**src/hdl/wfba_pkg.sv**
```systemverilog
`timescale 1ns / 1ps
`default_nettype none
package wfba_pkg;

  localparam int CFG_W       = 5;
  localparam int IN_IDX_W    = 4;
  localparam int IN_SIZE_W   = 16;
  localparam int OUT_BLOCK_W = 4;
  localparam int OUT_SIZE_W  = 16;

  localparam logic [CFG_W-1:0] CFG_RESET = 5'd16;

  localparam logic MODE_LOAD = 1'b0;
  localparam logic MODE_REQ  = 1'b1;

  typedef enum logic [1:0] {
    ST_IDLE,
    ST_SCAN,
    ST_FINISH
  } wfba_state_t;

  typedef struct packed {
    logic shift;
    logic wr;
  } cell_ctrl_t;

endpackage
`default_nettype wire

```
**src/hdl/wfba_cell.sv**
```systemverilog
`timescale 1ns / 1ps
`default_nettype none
module wfba_cell import wfba_pkg::*; #(
  parameter int W = 16
) (
  input  logic         clk,
  input  logic         rst_n,
  input  cell_ctrl_t   ctrl,
  input  logic [W-1:0] shift_in,
  input  logic [W-1:0] wr_data,
  output logic [W-1:0] val
);

  logic [W-1:0] val_r;

  // direct write wins over rotation
  always_ff @(posedge clk) begin
    if (!rst_n) begin
      val_r <= '0;
    end else if (ctrl.wr) begin
      val_r <= wr_data;
    end else if (ctrl.shift) begin
      val_r <= shift_in;
    end
  end

  assign val = val_r;

endmodule
`default_nettype wire

```
**config.mk**
```make
export PLATFORM = sky130hd
export DESIGN_NAME = wfba_cell
export DESIGN_NICKNAME = d
export VERILOG_FILES = /design/src/hdl/wfba_pkg.sv /design/src/hdl/wfba_cell.sv
export SDC_FILE = /design/constraint.sdc
export NUM_CORES = 1
export LEC_CHECK = 0
export BUFFER_PORTS_ARGS = -buffer_cell sky130_fd_sc_hd__buf_2
export CORE_MARGIN = 10
export CORE_UTILIZATION = 35
export DETAILED_ROUTE_END_ITERATION = 6
export GPL_TIMING_DRIVEN = 0
export MAX_ROUTING_LAYER = met4
export PLACE_DENSITY_LB_ADDON = 0.15
export SETUP_SLACK_MARGIN = 0.1
export SKIP_LAST_GASP = 1
export SYNTH_ARGS = -nofsm -noshare
export SYNTH_HDL_FRONTEND = slang
export SYNTH_SLANG_ARGS = --single-unit
```
**constraint.sdc**
```tcl
create_clock -name clk -period 1.2 [get_ports clk]
set_input_delay 0.18 -clock clk [delete_from_list [all_inputs] [get_ports clk]]
set_output_delay 0.18 -clock clk [all_outputs]
set_load 0.05 [all_outputs]
```
==> results.json <==
{
  "status": "completed",
  "synth_top_family_by_area": "multiplexers",
  "worst-path-max-fanout": 2,
  "finalInstanceArea_mm2": 0.00118,
  "nets": 161,
  "setup_violations": 0,
  "final.min_clock_period_ns": 1.06,
  "synth_xor_area_share_pct": 0,
  "portBuffers": 49,
  "first_global_vias": 795,
  "via_per_inst": 4.74,
  "die_w_um": 69.3,
  "p_per_area_mw_per_mm2": 1100,
  "cts_tree": "done",
  "overflow": 0,
  "slowest_stage": "dfxtp_1",
  "wl_per_cell_um": 15.6,
  "clock.fmax_mhz": 942,
  "crit_path_start_kind": "flip-flop",
  "ctsHtreeMaxLevel": 1,
  "area_growth_pct": 38.8,
  "crit_path_end_kind": "output pin",
  "grt_max_degree": 11,
  "synth_top_area_cell": "dfxtp_1",
  "synth_seq_cells": 16,
  "drive_above_1_share_pct": 58.5,
  "slowest_delay_ns": 0.34,
  "synth.area.top_cells": "dfxtp_1 (38%), o211a_1 (19%), mux2_4 (18%), nand2b_1 (11%), mux2_2 (7.9%)",
  "dpl.hpwl_mm": 1.88,
  "crit_type": "reg2out",
  "finalHoldViolCount": 0,
  "synth_mux_area_share_pct": 25.6,
  "wirelength_mm": 2.36,
  "grt_setup_unrepaired": "true",
  "slew_headroom_pct": 69.1,
  "ys_types": 10,
  "place_congestion": 0.724,
  "synth-simple-area-share_pct": 11.9,
  "critical-path-top-delay-family": "flip-flops",
  "drt_first_pass_iters": 4,
  "grt_pass1_wl_mm": 3.88,
  "ys_warn_count": 0,
  "ys_top_cells_by_count": "dfxtp_1 (16), o211a_1 (16), nand2b_1 (15), mux2_4 (10), mux2_2 (6)",
  "syn_avg_cell_area_um2": 12.0,
  "post-route-period-util_pct": 88.4,
  "tns_ns": 0,
  "vias": 715,
  "seq_area_frac_synth_pct": 37.6,
  "synth_fa_ha_area_share_pct": 0,
  "drc": 0,
  "synth-async-reset-ratio_pct": 0,
  "start_util_pct": 37.4,
  "path_buf_inv": 1,
  "slew_violations": 0,
  "ys.flop_type": "dfxtp_1",
  "crit_required_ns": 1.02,
  "clkTransAtPathRegs_ns": 0.09,
  "hold_buffers": 0,
  "max-cap-violations": 0,
  "clk_latency_ns": 0.28,
  "die_area_mm2": 0.00481,
  "largest_register_ffs": 16,
  "grt.total_usage_pct": 9.96,
  "synth.top_cell.area_share_pct": 37.6,
  "hold_class": "in2reg",
  "instances_no_fill": 151,
  "syn_inst": 71,
  "fp-row-count": 17,
  "synth_area_um2": 852,
  "rrSetupSlack_ns": 0.31,
  "fp.coreArea_mm2": 0.00228,
  "synth-edff-count": 0,
  "io_pins": 52,
  "place_area_mm2": 0.00113,
  "worst_slew_pin_slew_ns": 0.464,
  "cts.sinks": 16,
  "cts_root_buf": "clkbuf_4",
  "cts-buffers-inserted": 3,
  "critical_path_arrival_ns": 0.88,
  "crit_chain": "buf_2",
  "synth_nets": 107,
  "post_cts_buffers": 0,
  "cts_buffer_depth": 2,
  "skew_ns": 0,
  "synth_compound_area_share_pct": 18.8,
  "dp.cells": 148,
  "dr.first_iter.drc_count": 8,
  "antenna_cells": 0,
  "p_leak_nw": 0.694,
  "antenna_left": 0,
  "ir_drop_mv": 0.583,
  "die_h_um": 69.3,
  "antenna_found_initial": 0
}
layer usage:
layer  GRT usage, %  wire length (um)  part of all wire, %  vias to the layer above
met5              -                 0                    0                        -
met4           2.66                16                 0.68                        0
met3           3.42               120                  5.1                        2
met2           15.7              1230                   52                       23
met1           11.7               994                   42                      328
li1               -                 -                    -                      362
timing repair:
| action | 4_1_cts | 5_1_grt |
|---|---|---|
| hold endpoints to repair | 0 | 0 |
| gates resized for setup | 0 | 11 |
| setup endpoints to repair | 0 | 11 |
power by group:
part | switching (W) | total [W] | internal [W]
Sequential | 0.0000186 | 0.000590 | 0.000572
Combinational | 0.000238 | 0.000428 | 0.000190
Clock | 0.000166 | 0.000282 | 0.000116
Total | 0.000423 | 0.00130 | 0.000878
cell families after synthesis:
kind of cell | after synthesis
flip-flops | 16
buffers and inverters | 7
AND/OR/NAND/NOR | 16
AO/OA/AOI/OAI | 16
multiplexers | 16
layout by cell type, fill, tap and decap left out, drive strengths merged:
cell type and n:
clkbuf 17, dfxtp 16, nand2b 15, o211a 16
buf 42, or2b 1, mux2 16
layout make-up:
type	instances	area (um^2)
fillers	223	1090
repair buffers	49	273
multi-input cells	48	479
well taps	28	35.0
plain buffers	7	52.6
clock buffers	3	22.5
flip-flops and latches	16	320
stage by stage:
step           utilization (%)  setup WS (ns)  hold slack, ns  total power [W]
5_1_grt                   52.0         0.0886           0.207          0.00138
2_1_floorplan                -          0.113           0.374         0.000904
6_report                  52.0          0.139           0.210          0.00130
3_5_place_dp              49.8        -0.0166           0.503          0.00102
4_1_cts                   50.7          0.105           0.202          0.00131
3_3_place_gp              49.8        -0.0131           0.492          0.00101
path summary, 6_finish.rpt:
check             cells past startpoint           startpoint                   end
setup / recovery                      1  val[3]$_SDFFE_PN0P_                val[3]
hold / removal                        3          wr_data[15]  val[15]$_SDFFE_PN0P_
setup reg to reg                      2  val[5]$_SDFFE_PN0P_   val[5]$_SDFFE_PN0P_
hold reg to reg                       2  val[1]$_SDFFE_PN0P_   val[1]$_SDFFE_PN0P_
(Power assumes the default switching activity.)
